[src/rtl/csp_pkg.sv]
// ----------------------------------------------------------------------------
// csp_pkg
// Shared types, character codes and per-byte update functions for the
// command sentence parser.
// ----------------------------------------------------------------------------
package csp_pkg;

  localparam logic [7:0] CH_DOLLAR = 8'h24;
  localparam logic [7:0] CH_STAR   = 8'h2A;
  localparam logic [7:0] CH_COMMA  = 8'h2C;
  localparam logic [7:0] CH_C      = 8'h43;
  localparam logic [7:0] CH_M      = 8'h4D;
  localparam logic [7:0] CH_D      = 8'h44;
  localparam logic [7:0] CH_CR     = 8'h0D;
  localparam logic [7:0] CH_LF     = 8'h0A;

  localparam logic [7:0] MIN_LINE_LEN = 8'd10;
  localparam logic [7:0] MAX_LEN_RST  = 8'd200;
  localparam logic [7:0] LEN_SAT      = 8'hFF;

  typedef enum logic [1:0] {
    ST_ACCEPTED  = 2'd0,
    ST_SHORT     = 2'd1,
    ST_CHECKSUM  = 2'd2,
    ST_MALFORMED = 2'd3
  } status_e;

  typedef enum logic [10:0] {
    PH_START = 11'b000_0000_0001,
    PH_C     = 11'b000_0000_0010,
    PH_M     = 11'b000_0000_0100,
    PH_D     = 11'b000_0000_1000,
    PH_COMMA = 11'b000_0001_0000,
    PH_ID0   = 11'b000_0010_0000,
    PH_ID    = 11'b000_0100_0000,
    PH_PAR0  = 11'b000_1000_0000,
    PH_PAR   = 11'b001_0000_0000,
    PH_OK    = 11'b010_0000_0000,
    PH_BAD   = 11'b100_0000_0000
  } phase_e;

  // Everything that describes the line being assembled.
  typedef struct packed {
    logic [7:0] len;
    logic [7:0] xsum;
    phase_e     phase;
    logic       star;
    logic [7:0] esum;
    logic [7:0] id;
    logic [7:0] par;
    logic       dollar;
    logic       sum_end;
  } line_t;

  localparam line_t LINE_CLEAR = '{
    len: 8'd0, xsum: 8'd0, phase: PH_START, star: 1'b0, esum: 8'd0,
    id: 8'd0, par: 8'd0, dollar: 1'b0, sum_end: 1'b0
  };

  typedef struct packed {
    status_e    status;
    logic [7:0] id;
    logic [7:0] par;
  } result_t;

  // Returns {is_digit, value}.
  function automatic logic [4:0] hex_f(input logic [7:0] b);
    logic [4:0] r;
    r = 5'd0;
    if (b >= 8'h30 && b <= 8'h39) begin
      r = {1'b1, 4'(b - 8'h30)};
    end else if (b >= 8'h61 && b <= 8'h66) begin
      r = {1'b1, 4'(b - 8'h57)};
    end else if (b >= 8'h41 && b <= 8'h46) begin
      r = {1'b1, 4'(b - 8'h37)};
    end
    return r;
  endfunction

  // Adds one content byte to the line, or clears the line once its length passes max_len.
  function automatic line_t commit_f(input line_t s, input logic [7:0] b,
                                     input logic [7:0] max_len);
    line_t      n;
    logic [4:0] h;
    logic       first;
    n     = s;
    h     = hex_f(b);
    first = (s.phase == PH_START);

    if (!s.star) begin
      if (b == CH_STAR) begin
        n.star = 1'b1;
      end else if (!first) begin
        n.xsum = s.xsum ^ b;
      end
    end else if (!s.sum_end) begin
      if (h[4]) begin
        n.esum = {s.esum[3:0], h[3:0]};
      end else begin
        n.sum_end = 1'b1;
      end
    end

    case (s.phase)
      PH_START: begin
        if (b == CH_DOLLAR) begin
          n.dollar = 1'b1;
          n.phase  = PH_C;
        end else begin
          n.phase = PH_BAD;
        end
      end
      PH_C:     n.phase = (b == CH_C) ? PH_M : PH_BAD;
      PH_M:     n.phase = (b == CH_M) ? PH_D : PH_BAD;
      PH_D:     n.phase = (b == CH_D) ? PH_COMMA : PH_BAD;
      PH_COMMA: n.phase = (b == CH_COMMA) ? PH_ID0 : PH_BAD;
      PH_ID0: begin
        if (h[4]) begin
          n.id    = {4'd0, h[3:0]};
          n.phase = PH_ID;
        end else begin
          n.phase = PH_BAD;
        end
      end
      PH_ID: begin
        if (h[4]) begin
          n.id = {s.id[3:0], h[3:0]};
        end else begin
          n.phase = (b == CH_COMMA) ? PH_PAR0 : PH_OK;
        end
      end
      PH_PAR0: begin
        if (h[4]) begin
          n.par   = {4'd0, h[3:0]};
          n.phase = PH_PAR;
        end else begin
          n.phase = PH_OK;
        end
      end
      PH_PAR: begin
        if (h[4]) begin
          n.par = {s.par[3:0], h[3:0]};
        end else begin
          n.phase = PH_OK;
        end
      end
      PH_OK:   n.phase = PH_OK;
      default: n.phase = PH_BAD;
    endcase

    if (s.len != LEN_SAT) begin
      n.len = s.len + 8'd1;
    end
    if (n.len > max_len) begin
      n = LINE_CLEAR;
    end
    return n;
  endfunction

  // Verdict on a line that has just been terminated.
  function automatic result_t finish_f(input line_t s);
    result_t r;
    r.status = ST_MALFORMED;
    r.id     = 8'd0;
    r.par    = 8'd0;
    if (s.len < MIN_LINE_LEN || !s.dollar) begin
      r.status = ST_SHORT;
    end else if (!s.star || s.xsum != s.esum) begin
      r.status = ST_CHECKSUM;
    end else if (s.phase == PH_ID || s.phase == PH_PAR0 ||
                 s.phase == PH_PAR || s.phase == PH_OK) begin
      r.status = ST_ACCEPTED;
      r.id     = s.id;
      r.par    = s.par;
    end
    return r;
  endfunction

endpackage

[src/rtl/command_sentence_parser.sv]
// ----------------------------------------------------------------------------
// command_sentence_parser
// Byte-serial parser for "$CMD,<id>[,<param>]*<checksum>" lines ended by
// CR LF, giving one verdict beat per line.
// ----------------------------------------------------------------------------
// Timing: the LF beat is captured in the input register, and the verdict beat is
//   registered when that beat advances, which waits while an earlier result is stalled.
// Throughput: one byte beat per cycle, except while a line-ending LF waits on a stalled
//   result; the line state update is a single pass of short logic between the input
//   register and the line registers. Reset: rst_ni clears all line state, the pending
//   CR and both valid flags, and sets max_len_q to 200; no clearing pass is needed.
module command_sentence_parser (
  input  logic                 clk_i,
  input  logic                 rst_ni,
  input  logic                 cfg_we_i,
  input  logic [7:0]           cfg_wdata_i,
  input  logic                 in_valid_i,
  output logic                 in_stall_o,
  input  logic [7:0]           rx_byte_i,
  output logic                 out_valid_o,
  input  logic                 out_stall_i,
  output logic [1:0]           status_o,
  output logic [7:0]           command_id_o,
  output logic [7:0]           parameter_res_o
);
  import csp_pkg::*;

  // Configuration register.
  logic [7:0] max_len_q;

  // Input register: the byte beat waiting to be folded into the line.
  logic       in_valid_q;
  logic [7:0] byte_q;

  // Line state and the CR held back until we know whether LF follows.
  line_t      line_q, line_d;
  logic       pcr_q, pcr_d;

  // Result register.
  logic       out_valid_q;
  result_t    res_q, res_d;

  logic       ends_line;
  logic       advance;
  line_t      after_cr;

  always_ff @(posedge clk_i or negedge rst_ni) begin
    if (!rst_ni) begin
      max_len_q <= MAX_LEN_RST;
    end else if (cfg_we_i) begin
      max_len_q <= cfg_wdata_i;
    end
  end

  // A held CR followed by LF terminates the line; only that case needs room
  // in the result register. Every other byte just updates the line state,
  // so the input register drains even while a result is stalled.
  assign ends_line = pcr_q && (byte_q == CH_LF);
  assign advance   = in_valid_q && (!ends_line || !out_valid_q || !out_stall_i);
  assign in_stall_o = in_valid_q && !advance;

  always_comb begin
    line_d   = line_q;
    pcr_d    = pcr_q;
    res_d    = finish_f(line_q);
    after_cr = pcr_q ? commit_f(line_q, CH_CR, max_len_q) : line_q;
    if (ends_line) begin
      line_d = LINE_CLEAR;
      pcr_d  = 1'b0;
    end else if (byte_q == CH_CR) begin
      // A CR that was not followed by LF counts as content; the new CR is
      // held in turn.
      line_d = after_cr;
      pcr_d  = 1'b1;
    end else begin
      line_d = commit_f(after_cr, byte_q, max_len_q);
      pcr_d  = 1'b0;
    end
  end

  always_ff @(posedge clk_i or negedge rst_ni) begin
    if (!rst_ni) begin
      in_valid_q  <= 1'b0;
      line_q      <= LINE_CLEAR;
      pcr_q       <= 1'b0;
      out_valid_q <= 1'b0;
    end else begin
      if (!in_stall_o) begin
        in_valid_q <= in_valid_i;
      end
      if (advance) begin
        line_q <= line_d;
        pcr_q  <= pcr_d;
      end
      if (advance && ends_line) begin
        out_valid_q <= 1'b1;
      end else if (!out_stall_i) begin
        out_valid_q <= 1'b0;
      end
    end
  end

  always_ff @(posedge clk_i) begin
    if (!in_stall_o) begin
      byte_q <= rx_byte_i;
    end
    if (advance && ends_line) begin
      res_q <= res_d;
    end
  end

  assign out_valid_o     = out_valid_q;
  assign status_o        = res_q.status;
  assign command_id_o    = res_q.id;
  assign parameter_res_o = res_q.par;

endmodule

[config.mk]
export PLATFORM = sky130hd
export DESIGN_NAME = command_sentence_parser
export DESIGN_NICKNAME = d
export VERILOG_FILES = /design/src/rtl/csp_pkg.sv /design/src/rtl/command_sentence_parser.sv
export SDC_FILE = /design/constraint.sdc
export NUM_CORES = 1
export LEC_CHECK = 0
export BUFFER_PORTS_ARGS = -buffer_cell sky130_fd_sc_hd__buf_4
export CORE_MARGIN = 2
export CORE_UTILIZATION = 35
export DETAILED_ROUTE_END_ITERATION = 12
export GPL_TIMING_DRIVEN = 1
export PLACE_DENSITY = 0.59
export REMOVE_ABC_BUFFERS = 1
export SLEW_MARGIN = 10
export SYNTH_ARGS = -nofsm -noshare
export SYNTH_HDL_FRONTEND = slang
export SYNTH_SLANG_ARGS = --single-unit
[constraint.sdc]
create_clock -name clk_i -period 6.3 [get_ports clk_i]
set_input_delay 0.315 -clock clk_i [delete_from_list [all_inputs] [get_ports clk_i]]
set_output_delay 0.315 -clock clk_i [all_outputs]
set_load 0.02 [all_outputs]
### Word level (Yosys, flattened, before mapping)

Cells that the tools add are included.

* output and inout port bits: 20
* input bits: 21
* logic and storage cells: 137
* register bits after elaboration: 91

* bitwise operators: 3
* add/subtract/negate cells: 5
* order comparisons: 9
* reductions and logical operators: 22
* equal/unequal tests: 27
* mux-type cells: 54

Operators by type and width (number)
* 2-to-1 mux 54 bit: 5
* 2-to-1 mux 8 bit: 14
* case mux 11 bit (10 select lines): 1
* 2-to-1 mux 11 bit: 9
* case mux 8 bit (2 select lines): 2
* 2-to-1 mux 5 bit: 5
* equality test 8 x 6 -> 1 bit, second input constant: 3
* equality test 8 x 7 -> 1 bit, second input constant: 3
* equality test 11 x 1 -> 1 bit, second input constant: 2
* equality test 11 x 10 -> 1 bit, second input constant: 2
* equality test 11 x 7 -> 1 bit, second input constant: 2
* equality test 11 x 8 -> 1 bit, second input constant: 2
* equality test 11 x 9 -> 1 bit, second input constant: 2
* 2-to-1 mux 10 bit: 2
* 2-to-1 mux 18 bit: 1
* adder 8 x 1 -> 8 bit, second input constant: 2
* equality test 8 x 4 -> 1 bit, second input constant: 2
* greater-or-equal comparator 8 x 7 -> 1 bit, second input constant: 2
* greater-than comparator 8 bit: 2
* <= comparator 8 x 7 -> 1 bit, second input constant: 2
* inequality test 8 bit, second input constant: 2
* 2-to-1 mux 1 bit: 12
* equality test 11 x 2 -> 1 bit, second input constant: 1
* equality test 11 x 3 -> 1 bit, second input constant: 1
* other kinds (20): 39

### Longest topological paths before layout

* depth in word-level cells: 13
* mapped depth: 29
* mapped depth without buffers: 27

### Worst setup path after synthesis

No wires, ideal clock.

* path kind: reg-to-reg
* from: register line_q[47] in the netlist's numbering
* to: register line_q[34] in the netlist's numbering
* path slack: 0.620 ns
* required time: 6.179 ns
* stages on the path, launching flop included: 29
* data arrival time: 5.559 ns
* clock period less this slack: 5.680 ns
* buffers on the path: 2
* library setup time: 0.121 ns
* cells stage by stage: dfrtp_1 > ha_1 > nand3_2 > nor2_1 > nor2_1 > a21oi_1 > inv_1 > ha_1 > nor2b_1 > o211ai_1 > a211oi_1 > nor2_1 > a21oi_1 > o21ai_0 > ha_1 > nand2b_1 > or4_4 > buf_6 > nand2_1 > nand2_1 > ha_1 > nor2b_1 > o21ai_0 > a21oi_1 > o21ai_1 > o21ai_1 > clkbuf_1 > nor3_1 > a22o_1

* longest elaborated chain between the ends: 13
* elaborated cells between the ends (all ways): 28
* classes of those cells: add/sub: 2; order compare: 2; eq/ne: 12; mux: 12

Ends and longest elaborated chain
* from (decl): RTL line command_sentence_parser.sv:36 `line_t line_q, line_d;`
* from (signal assigned): RTL line command_sentence_parser.sv:92 `line_q <= line_d;`
* adder 8 x 1 -> 8 bit or inequality test 8 bit (tied branches): RTL line csp_pkg.sv:152, csp_pkg.sv:151
* 2-to-1 mux 8 bit: RTL line csp_pkg.sv:151 `if (s.len != LEN_SAT) begin`
* greater-than comparator 8 bit: RTL line csp_pkg.sv:154 `if (n.len > max_len) begin`
* 2-to-1 mux 54 bit: RTL line csp_pkg.sv:154
* 2-to-1 mux 54 bit *: RTL line command_sentence_parser.sv:66 `after_cr = pcr_q ? commit_f(line_q, CH_CR, max_len_q) : line_q;`
* adder 8 x 1 -> 8 bit or inequality test 8 bit (tied branches): RTL line csp_pkg.sv:152, csp_pkg.sv:151
* 2-to-1 mux 8 bit: RTL line csp_pkg.sv:151
* 2-to-1 mux 8 bit: RTL line command_sentence_parser.sv:70 `end else if (byte_q == CH_CR) begin`
* 2-to-1 mux 8 bit: RTL line command_sentence_parser.sv:67 `if (ends_line) begin`
* greater-than comparator 8 bit: RTL line csp_pkg.sv:154
* 2-to-1 mux 54 bit: RTL line csp_pkg.sv:154
* 2-to-1 mux 54 bit *: RTL line command_sentence_parser.sv:70
* 2-to-1 mux 54 bit *: RTL line command_sentence_parser.sv:67

Mark *: on every way between the ends. The rest lies on a longest branch, timed or not. The select of a mux whose other input is x is not followed.
A chain may end at the register's enable or synchronous reset.

### Worst setup path in the final report

* from: register line_q[46] in the netlist's numbering
* to: register line_q[9] in the netlist's numbering

Same word-level chain as after synthesis.

==> run_results.csv <==
group,metric,value,unit
layout,fillers,1569,
grt,antenna_found_initial,0,
placed_design,port_buffers,40,
routing,via_per_inst,5.57,
grt,grt_pass1_wl,25.7,mm
status,outcome,"completed",
timing,final.period_utilization,91.7,%
routing,wl_per_cell,17.9,microns
timing,maxSlewViolCount,0,
cts,cts-root-buf,"clkbuf_16",
cts,cts_tree,"done",
cts,cts.reportedPaths.clkPinSlew,0.06,ns
routing,drc,0,
placed_design,gp_congestion,0.924,
grt,grt_start_max_net_pins,66,
layout,final_area,0.00669,sq mm
placed_design,placed_area,0.00630,sq mm
pwr,ir_worst_vdd,0.000139,V
timing,finalCriticalPeriod,5.78,ns
floorplanning,core,0.0159,sq mm
cts,holdBufCountCts,0,
critical_path,slowest_stage,"or4_4",
critical_path,critPathLaunchType,"flop",
placed_design,place_hpwl,11.8,mm
layout,area_growth_syn_to_layout,17.7,%
synthesis,yosysSeqAreaShare,42.4,%
synthesis,yosys_warnings,0,
timing,setup_violations,0,
critical_path,path_max_fanout,8,
critical_path,crit-reg2reg-launch,"line_q[46]$_DFFE_PN0P_",
pwr,p_per_area,305,mW/mm^2
timing,finalClockSkew,0.0149,ns
routing,drtIter0Drc,378,
routing,wirelength,15.9,mm
critical_path,r2r_slack,0.52,ns
critical_path,slowest_delay,0.58,ns
routing,drtPass1Iterations,5,
floorplanning,die_area,0.0173,sq mm
synthesis,syn_inst,618,
floorplanning,start_util,35.8,%
grt,overflow,0,
cts,clk_latency,0.35,ns
synthesis,synthFlopType,"dfrtp_1",
routing,vias,4940,
critical_path,rr_worst_depth,27,
synthesis,ys_ff_latch,91,
critical_path,required,6.58,ns
layout,layout_common_cells,"nand2_1, buf_4, dfrtp_1, o21ai_0, nor2_1",
min_path,hp-class,"primary input to asynchronous set/reset pin",
critical_path,criticalPathCategory,"flop to flop",
synthesis,synth-edff-count,26,
timing,fmax,0.173,GHz
timing,layout_setup_ws,0.524,ns
critical_path,end_kind,"flop",
floorplanning,fp-row-count,46,
timing,final_hold_viol_count,0,
synthesis,ys_types,74,
timing,holdWs,0.0574,ns
cts,cts.sink_count,91,
placed_design,preCtsSetupSlack,0.152,ns
pwr,leakage,2.85,nW
layout,drive_gt1_share,17.0,%
floorplanning,fp.dieW,131,microns
timing,tightest_slew,1.16,ns
synthesis,netlist_area,0.00568,sq mm
timing,slew_headroom,22.0,%
cts,cts_buffers,9,
timing,rsz0062_at_grt,"no",
floorplanning,die_h,131,microns
cts,max-clock-path-buffers,2,
grt,grt_pass1_vias,4737,
layout,final_nets,710,
floorplanning,design.portCount,41,
critical_path,reg2reg_to,"line_q[9]$_DFFE_PN0P_",
flow_run,drv_cap,0,
synthesis,synthArstFlopShare,71.4,%
layout,num_antenna_cells,0,
grt,track_usage,18.7,%
routing,detail-route-antenna-nets,0,
cts,htreeDepth,3,
synthesis,avgSynthCellArea,9.20,sq um
timing,fin_setup_tns,0,ns
critical_path,cp.arrival,6.06,ns
critical_path,crit_top_cell,"buf_4",
==> metal layers <==
| layer | global-route usage, % | vias up | part of all wire, % |
|---|---|---|---|
| met2 | 28.3 | 155 | 43 |
| li1 | - | 2403 | - |
| met5 | 0 | - | 0 |
| met1 | 27.2 | 2366 | 49 |
| met3 | 2.93 | 16 | 6.0 |
| met4 | 6.10 | 0 | 1.6 |
==> critical path: cells and delay by family, from the launching register on <==
kind,cells,cell delay [ns]
fa+ha+maj,4,1.08
buf+inv,3,0.54
flops,1,0.42
simple gates,12,2.41
compound gates,7,0.88
mux,1,0.38
==> power breakdown <==
part           leakage, nW  switching [mW]  internal [mW]
Combinational         1.56           0.400          0.299
Clock                0.154           0.244          0.352
Sequential            1.13          0.0797          0.665
==> cells by family (layout without fill, tap and decap cells) <==
logic type / count (synthesis) / after routing / share of synthesized area [%]
compound gates: 188 / 188 / 22.5
xor+xnor: 23 / 23 / 3.68
fa+ha+maj: 23 / 23 / 5.06
buf+inv: 56 / 109 / 4.42
flops: 91 / 91 / 42.4
mux: 8 / 8 / 1.50
simple gates: 229 / 229 / 20.4
==> layout make-up <==
| class | instances | area (sq um) | share of cell area, % |
|---|---|---|---|
| multi-input combinational | 471 | 3070 | 45.9 |
| sequential | 91 | 2410 | 36.1 |
| timing repair buffer | 70 | 526 | 7.85 |
| tap | 216 | 270 | 4.04 |
| clock buffer | 10 | 229 | 3.42 |
| clock inverter | 6 | 93.8 | 1.40 |
| inverter | 23 | 86.3 | 1.29 |
==> cell usage after synthesis, drive strengths merged (5+ instances only) <==
| cell | count | share of area, % |
|---|---|---|
| a32o | 10 | 1.8 |
| buf | 9 | 1.1 |
| o21ai | 57 | 5.0 |
| nor4 | 12 | 1.4 |
| nor2 | 48 | 3.2 |
| nand2 | 70 | 4.6 |
| inv | 23 | 1.5 |
| a21oi | 34 | 3.0 |
| a211oi | 5 | 0.66 |
| o31ai | 6 | 0.79 |
| and2 | 19 | 2.1 |
| a21o | 11 | 1.5 |
| and3 | 6 | 0.75 |
| nor3 | 14 | 1.2 |
| dfrtp | 61 | 27 |
| xnor2 | 16 | 2.5 |
| nand4 | 9 | 0.99 |
| clkbuf | 24 | 1.8 |
| o211ai | 5 | 0.66 |
| nor4b | 5 | 0.77 |
| xor2 | 7 | 1.2 |
| edfxtp | 26 | 14 |
| ha | 23 | 5.1 |
| nor2b | 9 | 0.99 |
| a22oi | 6 | 0.79 |
| a22o | 14 | 2.2 |
| nand3 | 15 | 1.4 |
| a211o | 5 | 0.77 |
==> worst max-delay path by stage <==
stage / to / slack, ns / cells past startpoint / startpoint
floorplan: line_q[14]$_DFFE_PN0P_ / -0.21 / 27 / line_q[47]$_DFFE_PN0P_
global placement: line_q[8]$_DFFE_PN0P_ / 0.21 / 29 / line_q[47]$_DFFE_PN0P_
detailed placement: line_q[9]$_DFFE_PN0P_ / 0.15 / 29 / line_q[47]$_DFFE_PN0P_
CTS: line_q[8]$_DFFE_PN0P_ / 0.11 / 29 / line_q[47]$_DFFE_PN0P_
global route: line_q[8]$_DFFE_PN0P_ / 0.02 / 27 / line_q[46]$_DFFE_PN0P_
finish: line_q[9]$_DFFE_PN0P_ / 0.52 / 27 / line_q[46]$_DFFE_PN0P_
==> sequential cells by signal, summed over array words and instances, names as in the netlist <==
| name | flops |
|---|---|
| pcr_q | 1 |
| parameter_res_o | 8 |
| out_valid_o | 1 |
| max_len_q | 8 |
| line_q | 54 |
| status_o | 2 |
| byte_q | 8 |
| in_valid_q | 1 |
| command_id_o | 8 |
==> through the flow <==
step / instances / total power [mW] / utilization (%)
2_1_floorplan: 585 / 1.19 / -
3_3_place_gp: 868 / 1.43 / 39.7
3_5_place_dp: 868 / 1.43 / 39.7
4_1_cts: 884 / 2.03 / 41.7
5_1_grt: 887 / 2.17 / 42.1
6_report: 887 / 2.04 / 42.1
==> repair_timing <==
| item | CTS | global route |
|---|---|---|
| endpoints found under the setup margin | 0 | 53 |
| setup buffers | 0 | 3 |
| gates resized for setup | 0 | 13 |
| hold endpoints to repair | 0 | 0 |
No activity file was read; power rests on OpenSTA's default activity.
